### config.mk
export PLATFORM = sky130hd
export DESIGN_NAME = ngm_front
export DESIGN_NICKNAME = d
export VERILOG_FILES = /design/src/rtl/ngm_pkg.sv /design/src/rtl/ngm_front.sv
export SDC_FILE = /design/constraint.sdc
export NUM_CORES = 1
export LEC_CHECK = 0
export CORE_MARGIN = 2
export CORE_UTILIZATION = 47
export CTS_CLUSTER_SIZE = 10
export DETAILED_ROUTE_END_ITERATION = 6
export DONT_BUFFER_PORTS = 1
export PLACE_DENSITY = 0.58
export SYNTH_ARGS = -nofsm -noshare
export SYNTH_HDL_FRONTEND = slang
export SYNTH_SLANG_ARGS = --single-unit
### constraint.sdc
create_clock -name clk -period 3.4 [get_ports clk]
set_clock_uncertainty 0.1 [all_clocks]
set_input_delay 0.17 -clock clk [delete_from_list [all_inputs] [get_ports clk]]
set_output_delay 0.17 -clock clk [all_outputs]
set_load 0.1 [all_outputs]
### src/rtl/ngm_pkg.sv
package ngm_pkg;

	localparam int NUM_GROUPS  = 64;
	localparam int IDX_W       = $clog2(NUM_GROUPS);
	localparam int CNT_W       = $clog2(NUM_GROUPS + 1);
	localparam int QUEUE_DEPTH = 2;
	localparam int QPTR_W      = $clog2(QUEUE_DEPTH);
	localparam int QCNT_W      = $clog2(QUEUE_DEPTH + 1);
	localparam int TIME_W      = 48;
	localparam int BUCKET_W    = 32;
	localparam int BAND_W      = 7;
	localparam int DIV_STEPS   = TIME_W;
	localparam int BAND_STEPS  = BAND_W;
	localparam int STEP_W      = $clog2(DIV_STEPS);

	typedef enum logic [1:0] {
		OP_EVENT        = 2'd0,
		OP_BEGIN_WINDOW = 2'd1,
		OP_FULL_RESET   = 2'd2,
		OP_READ_ENTRY   = 2'd3
	} opcode_t;

	typedef enum logic [1:0] {
		CFG_BAND_WIDTH  = 2'd0,
		CFG_BUCKET_SIZE = 2'd1,
		CFG_GROUPS      = 2'd2
	} cfg_reg_t;

	typedef struct packed {
		opcode_t               opcode;
		logic                  is_note_on;
		logic [3:0]            midi_channel;
		logic [BAND_W-1:0]     band;
		logic [BUCKET_W-1:0]   bucket;
		logic [TIME_W-1:0]     target_time;
		logic [5:0]            entry_index;
	} cls_item_t;

	typedef struct packed {
		logic [3:0]          channel;
		logic [BAND_W-1:0]   band;
		logic [BUCKET_W-1:0] bucket;
		logic [31:0]         group_number;
		logic [31:0]         note_total;
		logic [TIME_W-1:0]   last_time;
	} slot_t;

	localparam int SLOT_W = $bits(slot_t);

	typedef struct packed {
		logic        accepted;
		logic        entry_active;
		slot_t       entry;
		logic [6:0]  active_count;
		logic [6:0]  peak_active;
		logic [31:0] dropped_total;
		logic [31:0] accumulated_total;
	} result_t;

	typedef enum logic [1:0] {
		F_IDLE,
		F_DIV,
		F_PUSH
	} front_state_t;

	typedef enum logic [1:0] {
		B_IDLE,
		B_SEARCH,
		B_RD_ISSUE,
		B_FINISH
	} back_state_t;

endpackage

### src/rtl/ngm_front.sv
module ngm_front (
	input  logic              clk,
	input  logic              arst_n,
	input  logic              in_valid,
	output logic              in_ready,
	input  logic [1:0]        opcode,
	input  logic              is_note_on,
	input  logic [3:0]        midi_channel,
	input  logic [6:0]        note_number,
	input  logic [47:0]       target_time,
	input  logic [5:0]        entry_index,
	input  logic [6:0]        band_width,
	input  logic [31:0]       bucket_size,
	output logic              q_push,
	output ngm_pkg::cls_item_t q_item,
	input  logic              q_full
);
	import ngm_pkg::*;

	front_state_t        state_q, state_d;
	cls_item_t           item_q;
	logic [TIME_W-1:0]   dq_q;
	logic [BUCKET_W-1:0] rem_q;
	logic [BAND_W-1:0]   bq_q;
	logic [BAND_W-1:0]   brem_q;
	logic [STEP_W-1:0]   step_q;

	logic [BUCKET_W:0]   rem_sh;
	logic                rem_ge;
	logic [BAND_W:0]     brem_sh;
	logic                brem_ge;
	logic                accept;
	logic                needs_div;

	assign accept    = in_valid && in_ready;
	assign needs_div = (opcode_t'(opcode) == OP_EVENT) && is_note_on;

	// one quotient bit per cycle for each divider
	assign rem_sh  = {rem_q, dq_q[TIME_W-1]};
	assign rem_ge  = rem_sh >= {1'b0, bucket_size};
	assign brem_sh = {brem_q, bq_q[BAND_W-1]};
	assign brem_ge = brem_sh >= {1'b0, band_width};

	// next state and handshake
	always_comb begin
		state_d  = state_q;
		in_ready = 1'b0;
		q_push   = 1'b0;
		unique case (state_q)
			F_IDLE: begin
				in_ready = 1'b1;
				if (in_valid) begin
					state_d = needs_div ? F_DIV : F_PUSH;
				end
			end
			F_DIV: begin
				if (step_q == STEP_W'(DIV_STEPS - 1)) begin
					state_d = F_PUSH;
				end
			end
			F_PUSH: begin
				if (!q_full) begin
					q_push  = 1'b1;
					state_d = F_IDLE;
				end
			end
			default: state_d = F_IDLE;
		endcase
	end

	// classified item toward the back part
	always_comb begin
		q_item        = item_q;
		q_item.band   = bq_q;
		q_item.bucket = dq_q[BUCKET_W-1:0];
	end

	always_ff @(posedge clk or negedge arst_n) begin
		if (!arst_n) begin
			state_q <= F_IDLE;
		end else begin
			state_q <= state_d;
		end
	end

	// capture the item and run both dividers
	always_ff @(posedge clk) begin
		if (accept) begin
			item_q.opcode       <= opcode_t'(opcode);
			item_q.is_note_on   <= is_note_on;
			item_q.midi_channel <= midi_channel;
			item_q.band         <= '0;
			item_q.bucket       <= '0;
			item_q.target_time  <= target_time;
			item_q.entry_index  <= entry_index;
			dq_q   <= target_time;
			rem_q  <= '0;
			bq_q   <= note_number;
			brem_q <= '0;
			step_q <= '0;
		end else if (state_q == F_DIV) begin
			dq_q   <= {dq_q[TIME_W-2:0], rem_ge};
			rem_q  <= rem_ge ? BUCKET_W'(rem_sh - {1'b0, bucket_size}) : rem_sh[BUCKET_W-1:0];
			step_q <= step_q + 1'b1;
			if (step_q < STEP_W'(BAND_STEPS)) begin
				bq_q   <= {bq_q[BAND_W-2:0], brem_ge};
				brem_q <= brem_ge ? BAND_W'(brem_sh - {1'b0, band_width})
				                  : brem_sh[BAND_W-1:0];
			end
		end
	end

endmodule

== Yosys cells after proc, flatten, opt, wreduce, memory -nomap -nowiden ==
Cells that the tools add are included.
Cells by class
  add/sub/neg operators: 3
  magnitude comparators: 3
  eq/ne operators: 6
  mux-type cells: 15
  reductions and logical operators: 9
Operators by type and width (count)
  $mux W48: 2
  $ge A33 B32 Y1: 1
  $mux W32: 1
  $sub A32 B32 Y32: 1
  $mux W7: 4
  $ge A8 B7 Y1: 1
  $mux W2: 4
  $sub A7 B7 Y7: 1
  $add A6 B1 Y6 const B: 1
  $eq A6 B6 Y1 const B: 1
  $lt A6 B3 Y1 const B: 1
  $ne A2 B2 Y1 const B: 3
  $pmux W2 S3: 1
  $logic_not A2 Y1: 2
  $reduce_and A2 Y1: 2
  $reduce_bool A2 Y1: 2
  $mux W1: 3
  $reduce_and A3 Y1: 1
  $eq A2 B1 Y1 const B: 1
  $eq A2 B2 Y1 const B: 1
  $logic_and A1 B1 Y1: 2
Storage, ports and cells
  register bits: 163
  bits of input ports: 111
  output and inout port bits: 102

== Depth between registers and ports, before layout ==
  depth in word-level cells: 5
  depth in mapped cells: 14
  mapped depth without buffers: 12

== Worst setup path before layout ==
No wires, ideal clock.
  path type: register -> register
  from: register state_q[1]
  to: register item_q (netlist bit q_item[0]), enable pin
  setup time: 0.449 ns
  arrival time: 4.145 ns
  required time: 2.851 ns
  path slack: -1.294 ns
  cell stages (with the launch flop): 5
  clock period less this slack: 4.694 ns
  path through: dfrtp_1 > nor2_1 > nand2_1 > clkinv_1 > clkbuf_1
On the way
  cells in the longest elaborated chain, start to end: 3
RTL lines
  from (decl): RTL line ngm_front.sv:20  | front_state_t state_q, state_d;
  from (signal assigned): RTL line ngm_front.sv:82  | state_q <= state_d;
  $logic_not A2 Y1: RTL line ngm_front.sv:49  | unique case (state_q)
  $mux W1: RTL line ngm_front.sv:49
  via in_ready: RTL line ngm_front.sv:5  | output logic in_ready,
  $logic_and A1 B1 Y1: RTL line ngm_front.sv:35  | assign accept = in_valid && in_ready;
  via accept: RTL line ngm_front.sv:32  | logic accept;
  to (decl): RTL line ngm_front.sv:21  | cls_item_t item_q;
The timed path passes the listed nets, and every way through them passes these cells.
A chain may end at the register's enable or synchronous reset.

== Final worst setup path ==
  from: register rem_q[9]
  to: register rem_q[30]
On the way
  cells in the longest elaborated chain, start to end: 2
RTL lines
  from (decl): RTL line ngm_front.sv:23  | logic [BUCKET_W-1:0] rem_q;
  from (signal assigned): RTL line ngm_front.sv:103  | rem_q <= rem_ge ? BUCKET_W'(rem_sh - {1'b0, bucket_size}) : rem_sh[BUCKET_W-1:0];
  $sub A32 B32 Y32 or $ge A33 B32 Y1 (tied branches): RTL line ngm_front.sv:103, ngm_front.sv:40
  $mux W32 *: RTL line ngm_front.sv:103
Every way passes the cells marked *; elsewhere a longest branch is shown, timed or not.

==> flow_metrics.env <==
export IMPL_outcome="completed"
export IMPL_clock_path_buffers=2
export IMPL_drtPass1Iterations=5
export IMPL_period_share_pct=87.72
export IMPL_crit_type="flop to flop"
export IMPL_clk_latency_ps=420
export IMPL_gp_congestion=0.8844
export IMPL_timing_fmax_mhz=335.3
export IMPL_via_per_inst=5.423
export IMPL_max_slew_margin_pct=29.39
export IMPL_synth_area_leader_cell="edfxtp_1"
export IMPL_synth_top_cells_by_count="221 x nand2_1, 116 x edfxtp_1, 53 x o21ai_0"
export IMPL_final_setup_viol_count=0
export IMPL_maxSlewViolCount=0
export IMPL_cts_tree="done"
export IMPL_wl_per_cell_um=17.31
export IMPL_dp_hpwl_um=13900
export IMPL_clock_root_buffer="clkbuf_16"
export IMPL_fin_area_um2=9759
export IMPL_synth_top_area_share_pct=41.39
export IMPL_critPathRequiredTime_ps=3660
export IMPL_grt_pass1_vias=5944
export IMPL_vias=6182
export IMPL_min_period_ps=2983
export IMPL_drive_gt1_share_pct=5.902
export IMPL_peakVddDrop_mv=0.4663
export IMPL_yosys_cell_count_top_type="nand2_1"
export IMPL_grt_max_degree=70
export IMPL_min_path_type="primary input to flop"
export IMPL_ys_ff_latch=163
export IMPL_die_area_um2=18990
export IMPL_end_kind="flop"
export IMPL_synth_edf_count=116
export IMPL_cp_slowest_cell="or4_1"
export IMPL_cap_violations=0
export IMPL_num_antenna_cells=0
export IMPL_critical_path_max_stage_delay_ps=510
export IMPL_nets=1055
export IMPL_p_leak_uw=0.004098
export IMPL_cts_sinks=163
export IMPL_drtIter0Drc=300
export IMPL_core_um2=17420
export IMPL_synth_async_reset_ratio_pct=1.227
export IMPL_drcViolationCount=0
export IMPL_synth_ff_type="edfxtp_1"
export IMPL_synth_compound_area_share_pct=13.05
export IMPL_hold_viol_final=0
export IMPL_setup_tns_final_ps=0
export IMPL_num_rows=48
export IMPL_cts_resized=0
export IMPL_numPortBuffers=0
export IMPL_path_cells="ha_1 -> and3_1 -> nand4_1 -> a211oi_1 -> nor2_1 -> o211a_1 -> buf_4 -> or4_1 -> nand3_1"
export IMPL_syn_area_um2=8416
export IMPL_worst_pin_slew_ps=1057
export IMPL_ant_nets=0
export IMPL_die_h_um=137.8
export IMPL_avgSynthCellArea_um2=9.729
export IMPL_yosys_area_share_xor_xnor_pct=3.434
export IMPL_synthSimpleGateAreaFrac_pct=16.62
export IMPL_gr_total_overflow=0
export IMPL_timing_critical_path_buf_inv=1
export IMPL_yosysWarnings=0
export IMPL_syn_inst=865
export IMPL_placed_cell_area_um2=8439
export IMPL_pin_count=213
export IMPL_cellPowerDensity_nw_per_um2=713.8
export IMPL_yosys_area_share_adder_pct=6.423
export IMPL_crit_path_start_kind="flop"
export IMPL_numCtsBuffers=17
export IMPL_grt_antenna_before_repair=0
export IMPL_cts_max_level=4
export IMPL_crit_family="simple AND/OR/NAND/NOR gates"
export IMPL_area_delta_synth_final_pct=15.97
export IMPL_start_util_pct=48.32
export IMPL_ys_seq_area_share_pct=52.69
export IMPL_fin_hold_ws_ps=39.89
export IMPL_synth_area_leaders="edfxtp_1 41%, dfxtp_1 11%, nand2_1 9.9%, ha_1 5.9%, o21ai_0 3.2%"
export IMPL_synth_mux_area_share_pct=1.100
export IMPL_grt_pass1_wl_um=29920
export IMPL_track_usage_pct=20.41
export IMPL_cp_arrival_ps=3250
export IMPL_synth_nets=1018
export IMPL_rsz0062_at_grt="false"
export IMPL_die_w_um=137.8
export IMPL_synth_top_family_by_area="simple AND/OR/NAND/NOR gates"
export IMPL_wl_um=19730
export IMPL_synth_cell_types=57
export IMPL_cp_max_fo=26
export IMPL_clkTransAtPathRegs_ps=70
kinds of logic (layout without fill, tap and decap cells):
kind of cell	after synthesis	after routing
muxes	9	9
buffers and inverters	114	164
adders and majority gates	42	42
and+or+nand+nor	328	328
xor gates and xnor gates	33	33
DFF	163	163
AOI/OAI and AO/OA	176	176
what timing repair did:
action,in CTS,in global routing
setup buffers,0,0
endpoints found under the hold margin,120,0
setup endpoints to repair,0,0
hold buffers,71,0
power breakdown:
group	internal (µW)	switching (µW)	leakage, µW
registers	2530	1520	0.00149
clock network	1060	906	0.000295
logic	315	635	0.00231
total	3910	3060	0.00410
registers in the layout, summed over array words and instances, names as in the netlist:
signal / count
q_item: 61
dq_q: 48
rem_q: 32
bq_q: 7
brem_q: 7
step_q: 6
state_q: 2
layout make-up:
cell class	count	area, µm²
multi-input cells	588	3430
clock buffers	17	425.4
flip-flops and latches	163	4434
repair buffers	82	810.8
inverters	50	193.9
well taps	225	281.5
clock inverters	15	183.9
fillers	1558	7657
worst reg2reg max path, cell delays in order, from the launching register on:
cell      delay [ps]
dfxtp_1          330
ha_1             390
and3_1           250
nand4_1          160
a211oi_1         450
nor2_1           150
o211a_1          290
buf_4            220
or4_1            520
nand3_1           70
layout by cell type, fill, tap and decap left out, types with 18 or more instances in the layout:
cell | netlist | layout
o21ai_0 | 53 | 53
nand2_1 | 221 | 220
dlygate4sd3_1 | 0 | 71
xor2_1 | 18 | 18
inv_1 | 48 | 47
nor2_1 | 36 | 35
ha_1 | 40 | 40
nand3_1 | 20 | 20
edfxtp_1 | 116 | 116
a21o_1 | 22 | 22
clkbuf_16 | 0 | 18
a21oi_1 | 42 | 42
dfxtp_1 | 45 | 45
per-stage QoR:
step	std cells	power (µW)	worst slack [ps]	util [%]
after detailed placement	1037	4975	453.9	48.46
after floorplan	865	4824	263.4	-
after global placement	1037	4946	512.9	48.46
after CTS	1140	7010	422.2	56.03
final	1140	6966	417.4	56.03
after global routing	1140	7242	195.6	56.03
metal layers:
layer	routed length (µm)	global-route usage, %	part of all wire [%]
met1	8691	26.20	44
met2	9430	33.58	48
met3	1338	5.519	6.8
met4	267	6.463	1.4
met5	0	0	0
path summary, 6_finish.rpt:
path / startpoint / to / slack, ps / depth (start not counted)
min: in_valid / state_q[1]$_DFFE_PN0P_ / 40 / 3
min reg2reg: brem_q[6]$_SDFFE_PP0P_ / brem_q[6]$_SDFFE_PP0P_ / 380 / 2
min in group asynchronous: arst_n / state_q[1]$_DFFE_PN0P_ / 410 / 2
max reg2reg: rem_q[9]$_SDFFE_PP0P_ / rem_q[30]$_SDFFE_PP0P_ / 420 / 9
max: rem_q[9]$_SDFFE_PP0P_ / rem_q[30]$_SDFFE_PP0P_ / 420 / 9
max in group asynchronous: arst_n / state_q[0]$_DFFE_PN0P_ / 2660 / 2
Note: power is estimated with default switching activity, not from simulation.
