$ cat src/rtl/ngm_pkg.sv
package ngm_pkg;

	localparam int NUM_GROUPS  = 64;
	localparam int IDX_W       = $clog2(NUM_GROUPS);
	localparam int CNT_W       = $clog2(NUM_GROUPS + 1);
	localparam int QUEUE_DEPTH = 2;
	localparam int QPTR_W      = $clog2(QUEUE_DEPTH);
	localparam int QCNT_W      = $clog2(QUEUE_DEPTH + 1);
	localparam int TIME_W      = 48;
	localparam int BUCKET_W    = 32;
	localparam int BAND_W      = 7;
	localparam int DIV_STEPS   = TIME_W;
	localparam int BAND_STEPS  = BAND_W;
	localparam int STEP_W      = $clog2(DIV_STEPS);

	typedef enum logic [1:0] {
		OP_EVENT        = 2'd0,
		OP_BEGIN_WINDOW = 2'd1,
		OP_FULL_RESET   = 2'd2,
		OP_READ_ENTRY   = 2'd3
	} opcode_t;

	typedef enum logic [1:0] {
		CFG_BAND_WIDTH  = 2'd0,
		CFG_BUCKET_SIZE = 2'd1,
		CFG_GROUPS      = 2'd2
	} cfg_reg_t;

	typedef struct packed {
		opcode_t               opcode;
		logic                  is_note_on;
		logic [3:0]            midi_channel;
		logic [BAND_W-1:0]     band;
		logic [BUCKET_W-1:0]   bucket;
		logic [TIME_W-1:0]     target_time;
		logic [5:0]            entry_index;
	} cls_item_t;

	typedef struct packed {
		logic [3:0]          channel;
		logic [BAND_W-1:0]   band;
		logic [BUCKET_W-1:0] bucket;
		logic [31:0]         group_number;
		logic [31:0]         note_total;
		logic [TIME_W-1:0]   last_time;
	} slot_t;

	localparam int SLOT_W = $bits(slot_t);

	typedef struct packed {
		logic        accepted;
		logic        entry_active;
		slot_t       entry;
		logic [6:0]  active_count;
		logic [6:0]  peak_active;
		logic [31:0] dropped_total;
		logic [31:0] accumulated_total;
	} result_t;

	typedef enum logic [1:0] {
		F_IDLE,
		F_DIV,
		F_PUSH
	} front_state_t;

	typedef enum logic [1:0] {
		B_IDLE,
		B_SEARCH,
		B_RD_ISSUE,
		B_FINISH
	} back_state_t;

endpackage

$ cat src/rtl/ngm_queue.sv
module ngm_queue (
	input  logic               clk,
	input  logic               arst_n,
	input  logic               push,
	input  ngm_pkg::cls_item_t push_item,
	output logic               full,
	input  logic               pop,
	output ngm_pkg::cls_item_t pop_item,
	output logic               not_empty
);
	import ngm_pkg::*;

	cls_item_t         slots_q [QUEUE_DEPTH];
	logic [QPTR_W-1:0] wr_ptr_q;
	logic [QPTR_W-1:0] rd_ptr_q;
	logic [QCNT_W-1:0] count_q;

	assign full      = count_q == QCNT_W'(QUEUE_DEPTH);
	assign not_empty = count_q != '0;
	assign pop_item  = slots_q[rd_ptr_q];

	// store on push
	always_ff @(posedge clk) begin
		if (push) begin
			slots_q[wr_ptr_q] <= push_item;
		end
	end

	// advance pointers and occupancy
	always_ff @(posedge clk or negedge arst_n) begin
		if (!arst_n) begin
			wr_ptr_q <= '0;
			rd_ptr_q <= '0;
			count_q  <= '0;
		end else begin
			if (push) begin
				wr_ptr_q <= wr_ptr_q + 1'b1;
			end
			if (pop) begin
				rd_ptr_q <= rd_ptr_q + 1'b1;
			end
			if (push && !pop) begin
				count_q <= count_q + 1'b1;
			end else if (pop && !push) begin
				count_q <= count_q - 1'b1;
			end
		end
	end

endmodule

$ cat config.mk
export PLATFORM = sky130hd
export DESIGN_NAME = ngm_queue
export DESIGN_NICKNAME = d
export VERILOG_FILES = /design/src/rtl/ngm_pkg.sv /design/src/rtl/ngm_queue.sv
export SDC_FILE = /design/constraint.sdc
export NUM_CORES = 1
export LEC_CHECK = 0
export BUFFER_PORTS_ARGS = -buffer_cell sky130_fd_sc_hd__clkbuf_2
export CORE_ASPECT_RATIO = 1.1
export CORE_MARGIN = 2
export CORE_UTILIZATION = 31
export CTS_BUF_LIST = sky130_fd_sc_hd__clkbuf_8
export DETAILED_ROUTE_END_ITERATION = 7
export PLACE_DENSITY_LB_ADDON = 0.25
export SLEW_MARGIN = 20
export SYNTH_ARGS = -nofsm -noshare
export SYNTH_HDL_FRONTEND = slang
export SYNTH_SLANG_ARGS = --single-unit
$ cat constraint.sdc
create_clock -name clk -period 6.66 [get_ports clk]
set_input_delay 0.666 -clock clk [delete_from_list [all_inputs] [get_ports clk]]
set_output_delay 0.666 -clock clk [all_outputs]
set_load 0.005 [all_outputs]
# Word-level counts from Yosys, hierarchy flattened
# Memories as Yosys holds them, arrays and structs flattened.
# Index checks and enable logic that the tools add are counted.
[op_classes] addsub=4 multipliers=0 div=0 order_cmp=0 n_eq_ne=1 n_shift=0 muxes=4 bitwise_logic=0 reduce_logical=6
[op_table] operator="2-bit 2-to-1 mux" count=2
[op_table] operator="2-bit nonzero test" count=2
[op_table] operator="1-bit adder, second input constant" count=2
[op_table] operator="2-bit by 1-bit adder with 2-bit output, second input constant" count=1
[op_table] operator="2-bit == test, second input constant" count=1
[op_table] operator="1-bit logical AND" count=2
[op_table] operator="1-bit zero test" count=2
[op_table] operator="1-bit 2-to-1 mux" count=2
[op_table] operator="2-bit by 1-bit subtractor with 2-bit output, second input constant" count=1
[totals] register_bits=4 latch_bits=0 ram_bits=200 mem_bits_ro=0 input_bits=104 output_inout_bits=102 word_cells=19 memories=1
[mem_list] name="slots_q" depth=2 word_bits=100 rd=1 rd_ports_with_merged_regs=0 write_ports=1 line_no="ngm_queue.sv:13" text="cls_item_t slots_q [QUEUE_DEPTH];"

# Depth between registers and ports, before layout
# Gate-level depths: netlist of the first run.
[depth] depth_word=4 ltp_mapped=5 depth_no_buf=5

# Worst setup path before layout of the first run
# OpenSTA, ideal clock, no wires.
[synth_path] path_kind="in2reg" startpoint="in push" endpoint="mem slots_q[0][0] in the netlist's numbering, enable pin" arrival_ns=5.018 path_slack_ns=1.070 cell_stages=1 path_buffers=0 cell_sequence="nor2b_1"
[synth_between] elab_chain_cells=2
[synth_lines] element="from (decl)" line_no="ngm_queue.sv:4" text="input logic push,"
[synth_lines] element="1-bit 2-to-1 mux" line_no="ngm_queue.sv:24" text="if (push) begin"
[synth_lines] element="1-bit 2-to-1 mux (implied by the code)" line_no="ngm_queue.sv:25" text="slots_q[wr_ptr_q] <= push_item;"
[synth_lines] element="to (decl)" line_no="ngm_queue.sv:13"
# No other way between the ends.

==> results of run 1 <==
-- critical path: stages (launching register included) --
cell	delay (ns)
dfrtp_4	0.78
buf_4	0.74
mux2_4	0.36
clkbuf_2	0.11
-- cells by family (layout without fill, tap and decap cells) --
group         Yosys count  in the layout  synth area share (%)
simple gates            5              5                 0.366
mux                   100            100                  18.6
flops                 204            204                  77.7
xor+xnor                5              5                 0.557
buf+inv                12            270                  2.55
fa+ha+maj               1              1                 0.159
-- power by group --
group          internal, uW  leakage (uW)  switching (uW)  total [uW]
sequential             1710       0.00192             112        1820
clock                   585      0.000378             454        1040
combinational           641       0.00172             497        1140
total                  2930       0.00402            1060        4000
-- routing by layer --
layer | track usage (%) | routed length [um] | vias up
met5 | 0 | 0 | -
met4 | 4.15 | 361 | 0
met3 | 4.33 | 1180 | 31
met2 | 18.3 | 7330 | 146
met1 | 11.9 | 5690 | 1867
li1 | - | - | 1770
-- registers in the layout (all words and copies together) (netlist names) --
register	cells
count_q	2
wr_ptr_q	1
slots_q	200
rd_ptr_q	1
-- worst paths after layout --
kind | from | to | slack, ns | depth (start not counted)
min reg2reg | count_q[1] | count_q[1] | 0.48 | 1
max in group asynchronous | arst_n | rd_ptr_q | 5.96 | 2
max | rd_ptr_q | pop_item[7] | 3.48 | 3
min | push_item[6] | slots_q[1][6] | 0.35 | 1
min in group asynchronous | arst_n | count_q[1] | 0.54 | 2
max reg2reg | wr_ptr_q | slots_q[1][25] | 4.48 | 2
-- per-stage QoR --
stage,util (%),hold slack [ns],instances,setup WS (ns)
finish,39.0,0.354,900,3.48
global route,39.0,0.309,900,3.30
CTS,38.9,0.311,899,2.96
detailed placement,36.3,0.467,840,3.52
global placement,36.3,0.467,840,3.52
floorplan,-,0.370,327,1.07
-- cell usage in the layout, fill, tap and decap left out, types with 2 or more instances in the layout --
cell	instances
buf_4	4
bufinv_16	2
clkbuf_2	205
clkbuf_8	37
clkinv_1	4
clkinv_2	2
dfrtp_1	3
edfxtp_1	200
inv_1	14
mux2_2	10
mux2_4	90
xor2_1	4
-- final cells by class --
cell class	count	area, um2	share of cell area (%)
Inverter	1	3.75	0.0383
Clock inverter	21	134	1.37
Tap cell	315	394	4.02
Multi-Input combinational cell	111	1560	15.9
Sequential cell	204	6110	62.4
Timing Repair Buffer	211	1090	11.1
Clock buffer	37	509	5.20
==> impl_metrics.json, run 1 <==
{
  "nNetsFinal": 668,
  "ys_warn_count": 0,
  "total_power_uw": 4000,
  "cp_max_fo": 43,
  "cts_max_path_buffers": 3,
  "port_buffers": 205,
  "antenna_found_initial": 0,
  "ys_async_sr_fraction_pct": 1.96,
  "syn_inst": 327,
  "grt_pass1_vias": 4066,
  "cts_made_buffers": 34,
  "post-route-period-util_pct": 47.8,
  "synth-edff-count": 200,
  "dr_total_vias": 3814,
  "ys_top_cells_by_area": "edfxtp_1, mux2_4, buf_12",
  "antenna_cells": 0,
  "timing.fmax_ghz": 0.314,
  "drt-initial-drc-count": 148,
  "grt_pass1_wl_um": 21700,
  "drv_slew": 0,
  "drive_gt1_share_pct": 60.7,
  "firstDrtPassIters": 4,
  "fp.dieH_um": 171,
  "hold_path.class": "in2reg",
  "grt_max_degree": 60,
  "cts_hold_buffers": 1,
  "fin_skew_ns": 0.0108,
  "root_buffer": "clkbuf_8",
  "critPathRequiredTime_ns": 5.99,
  "hold_viol_final": 0,
  "cp-end-kind": "output port",
  "rsz0062_at_grt": "no",
  "clk_pin_slew_ns": 0.06,
  "crit_type": "reg2out",
  "syn_nets": 432,
  "period_needed_ns": 3.18,
  "insertion_delay_ns": 0.49,
  "power_density_mw_per_mm2": 408,
  "cts_tree": "done",
  "relSlewSlack_pct": 45.2,
  "ys.flop_type": "edfxtp_1",
  "irDropWorstVdd_v": 0.000203,
  "drcViolationCount": 0,
  "tns_ns": 0,
  "rows": 61,
  "outcome": "finished clean",
  "grtUsageTotal_pct": 10.6,
  "synth_top_area_share_pct": 76.5,
  "ant_nets": 0,
  "cp-start-kind": "register",
  "final-setup-viol-count": 0,
  "placed_area_mm2": 0.00912,
  "synth_top_area_cell": "edfxtp_1",
  "die_w_um": 156,
  "design_area_mm2": 0.00980,
  "synth_cell_types": 15,
  "synth_seq_cells": 204,
  "start_util_pct": 31.3,
  "post_cts_buffers": 0,
  "gp_congestion": 0.643,
  "n_fill_cell": 2278,
  "post_cts_resized": 0,
  "synth_seq_area_share_pct": 77.7,
  "synthesis.area_mm2": 0.00786,
  "cts_num_sinks": 204,
  "cts.htree.levels": 2,
  "grt_overflow": 0,
  "critPathArrivalTime_ns": 2.52,
  "synth.avg_cell_area_um2": 24.0,
  "viasPerCell": 4.24,
  "wl_um": 14600,
  "synth_common_cells": "edfxtp_1, mux2_4, mux2_2",
  "core_area_mm2": 0.0251,
  "hpwl_um": 9480,
  "wl_per_cell_um": 16.2,
  "die-area_mm2": 0.0266,
  "cap_violations": 0,
  "worst_slew_pin_slew_ns": 0.821,
  "synth_most_common_cell": "edfxtp_1",
  "ios": 206,
  "leakage_uw": 0.00402,
  "syn_to_final_growth_pct": 24.7
}
Note: power is estimated with default switching activity, not from simulation.
==> run 2: changes to the inputs <==
- clock period: 6.66 -> 3.2 ns (I/O delays scaled with it)
==> run 2 against run 1 <==
  * Design area grew 10%
  * Sequential share of layout area shrank 5.9 points
  * Clock power grew 110%
  * Register-to-register slack lost 3.0 ns
  * Clock-buffer cell count grew 2
  * Utilization grew 4.1 points
  * Largest power group unchanged
  * Critical endpoint is now pop_item[12]
  * Sequential cell count is the same
  * Die area is the same
==> impl_metrics.json, run 2 (same netlist as run 1, synthesis figures left out) <==
{
  "start_util_pct": 31.3,
  "top_register": "slots_q",
  "fin_cells": 1001,
  "clk_pin_slew_ns": 0.06,
  "grt_pass1_wl_um": 23200,
  "layout_common_cells": "clkbuf_2, edfxtp_1, dlygate4sd3_1",
  "ios": 206,
  "cts.htree.levels": 2,
  "drv_slew": 0,
  "critPathRequiredTime_ns": 2.88,
  "ant_nets": 0,
  "power_density_mw_per_mm2": 784,
  "hold_viol_final": 0,
  "mostFrequentLayoutCell": "clkbuf_2",
  "die_w_um": 156,
  "final-setup-viol-count": 0,
  "period_needed_ns": 2.51,
  "timing.fmax_ghz": 0.398,
  "cp-start-kind": "register",
  "wl_per_cell_um": 15.2,
  "insertion_delay_ns": 0.49,
  "placed_area_mm2": 0.00919,
  "top_regs": "slots_q x200, count_q x2",
  "cts_num_sinks": 204,
  "outcome": "finished clean",
  "cts_max_path_buffers": 3,
  "viasPerCell": 4.21,
  "cts_tree": "done",
  "grt_overflow": 0,
  "hpwl_um": 9440,
  "seq_area_mm2": 0.00611,
  "nNetsFinal": 767,
  "whs_ns": 0.0446,
  "relSlewSlack_pct": 55.9,
  "drcViolationCount": 0,
  "worst_slew_pin_slew_ns": 0.662,
  "post-route-period-util_pct": 78.5,
  "leakage_uw": 0.00443,
  "wl_um": 15300,
  "grt_pass1_vias": 4641,
  "rows": 61,
  "largest_reg_flops": 200,
  "final.setup.worst_slack_ns": 0.687,
  "irDropWorstVdd_v": 0.000639,
  "drive_gt1_share_pct": 52.3,
  "cp_max_fo": 34,
  "pre_cts_slack_ns": 1.16,
  "multi_input_area_mm2": 0.00156,
  "post_cts_buffers": 0,
  "cp-end-kind": "output port",
  "syn_to_final_growth_pct": 37.7,
  "die-area_mm2": 0.0266,
  "dr_total_vias": 4212,
  "n_fill_cell": 2223,
  "antenna_found_initial": 1,
  "core_area_mm2": 0.0251,
  "fp.dieH_um": 171,
  "grtUsageTotal_pct": 11.2,
  "cts_made_buffers": 35,
  "gp_congestion": 0.670,
  "design_area_mm2": 0.0108,
  "total_power_uw": 8480,
  "crit_type": "reg2out",
  "rsz0062_at_grt": "no",
  "critPathArrivalTime_ns": 2.19,
  "antenna_cells": 0,
  "drt-initial-drc-count": 114,
  "hold_path.class": "in2reg",
  "dp.cells": 842,
  "port_buffers": 205,
  "cap_violations": 0,
  "root_buffer": "clkbuf_8",
  "fin_skew_ns": 0.0144,
  "firstDrtPassIters": 4,
  "grt_max_degree": 101
}
## run 2: final timing paths
check	start	end	slack (ns)	cells past startpoint
worst max-delay path	rd_ptr_q	pop_item[12]	0.69	3
max in group asynchronous	arst_n	rd_ptr_q	2.89	2
worst max register to register	wr_ptr_q	slots_q[1][49]	1.50	2
min in group asynchronous	arst_n	wr_ptr_q	0.16	2
worst min register to register	count_q[1]	count_q[1]	0.51	1
worst min-delay path	push_item[81]	slots_q[0][81]	0.04	1
## run 2: final cells by class
type	instances	area share [%]
timing repair buffer	309	19.4
inverter	1	0.0347
clock buffer	39	4.96
tap	315	3.64
multi-input combinational	111	14.4
clock inverter	22	1.05
sequential	204	56.5
## run 2: stage by stage
stage	TNS (ns)	util, %
floorplan	-0.295	-
global placement	0	36.6
detailed placement	0	36.6
CTS	0	43.1
global route	0	43.1
finish	0	43.1
## run 2: power by group
| part | switching (uW) | total, uW | internal, uW |
|---|---|---|---|
| Clock | 972 | 2170 | 1190 |
| Sequential | 254 | 3800 | 3550 |
| Combinational | 1060 | 2510 | 1450 |
## run 2: critical path, cell delays in order (launching register included)
cell and delay [ns]:
dfrtp_4 0.86, buf_4 0.39, mux2_4 0.33, clkbuf_2 0.11
## run 2: per-layer routing
metal  global-route usage (%)  up-vias  wire [um]
li1                         -     1974          -
met1                     12.2     2052       5970
met2                     19.9      154       7760
met3                     4.20       30       1170
met4                     4.19        2        341
met5                        0        -         16
## run 2: what timing repair did
item                      4_1_cts  5_1_grt
hold buffers                   98        0
hold endpoints to repair      196        0
gates resized for setup         0        0
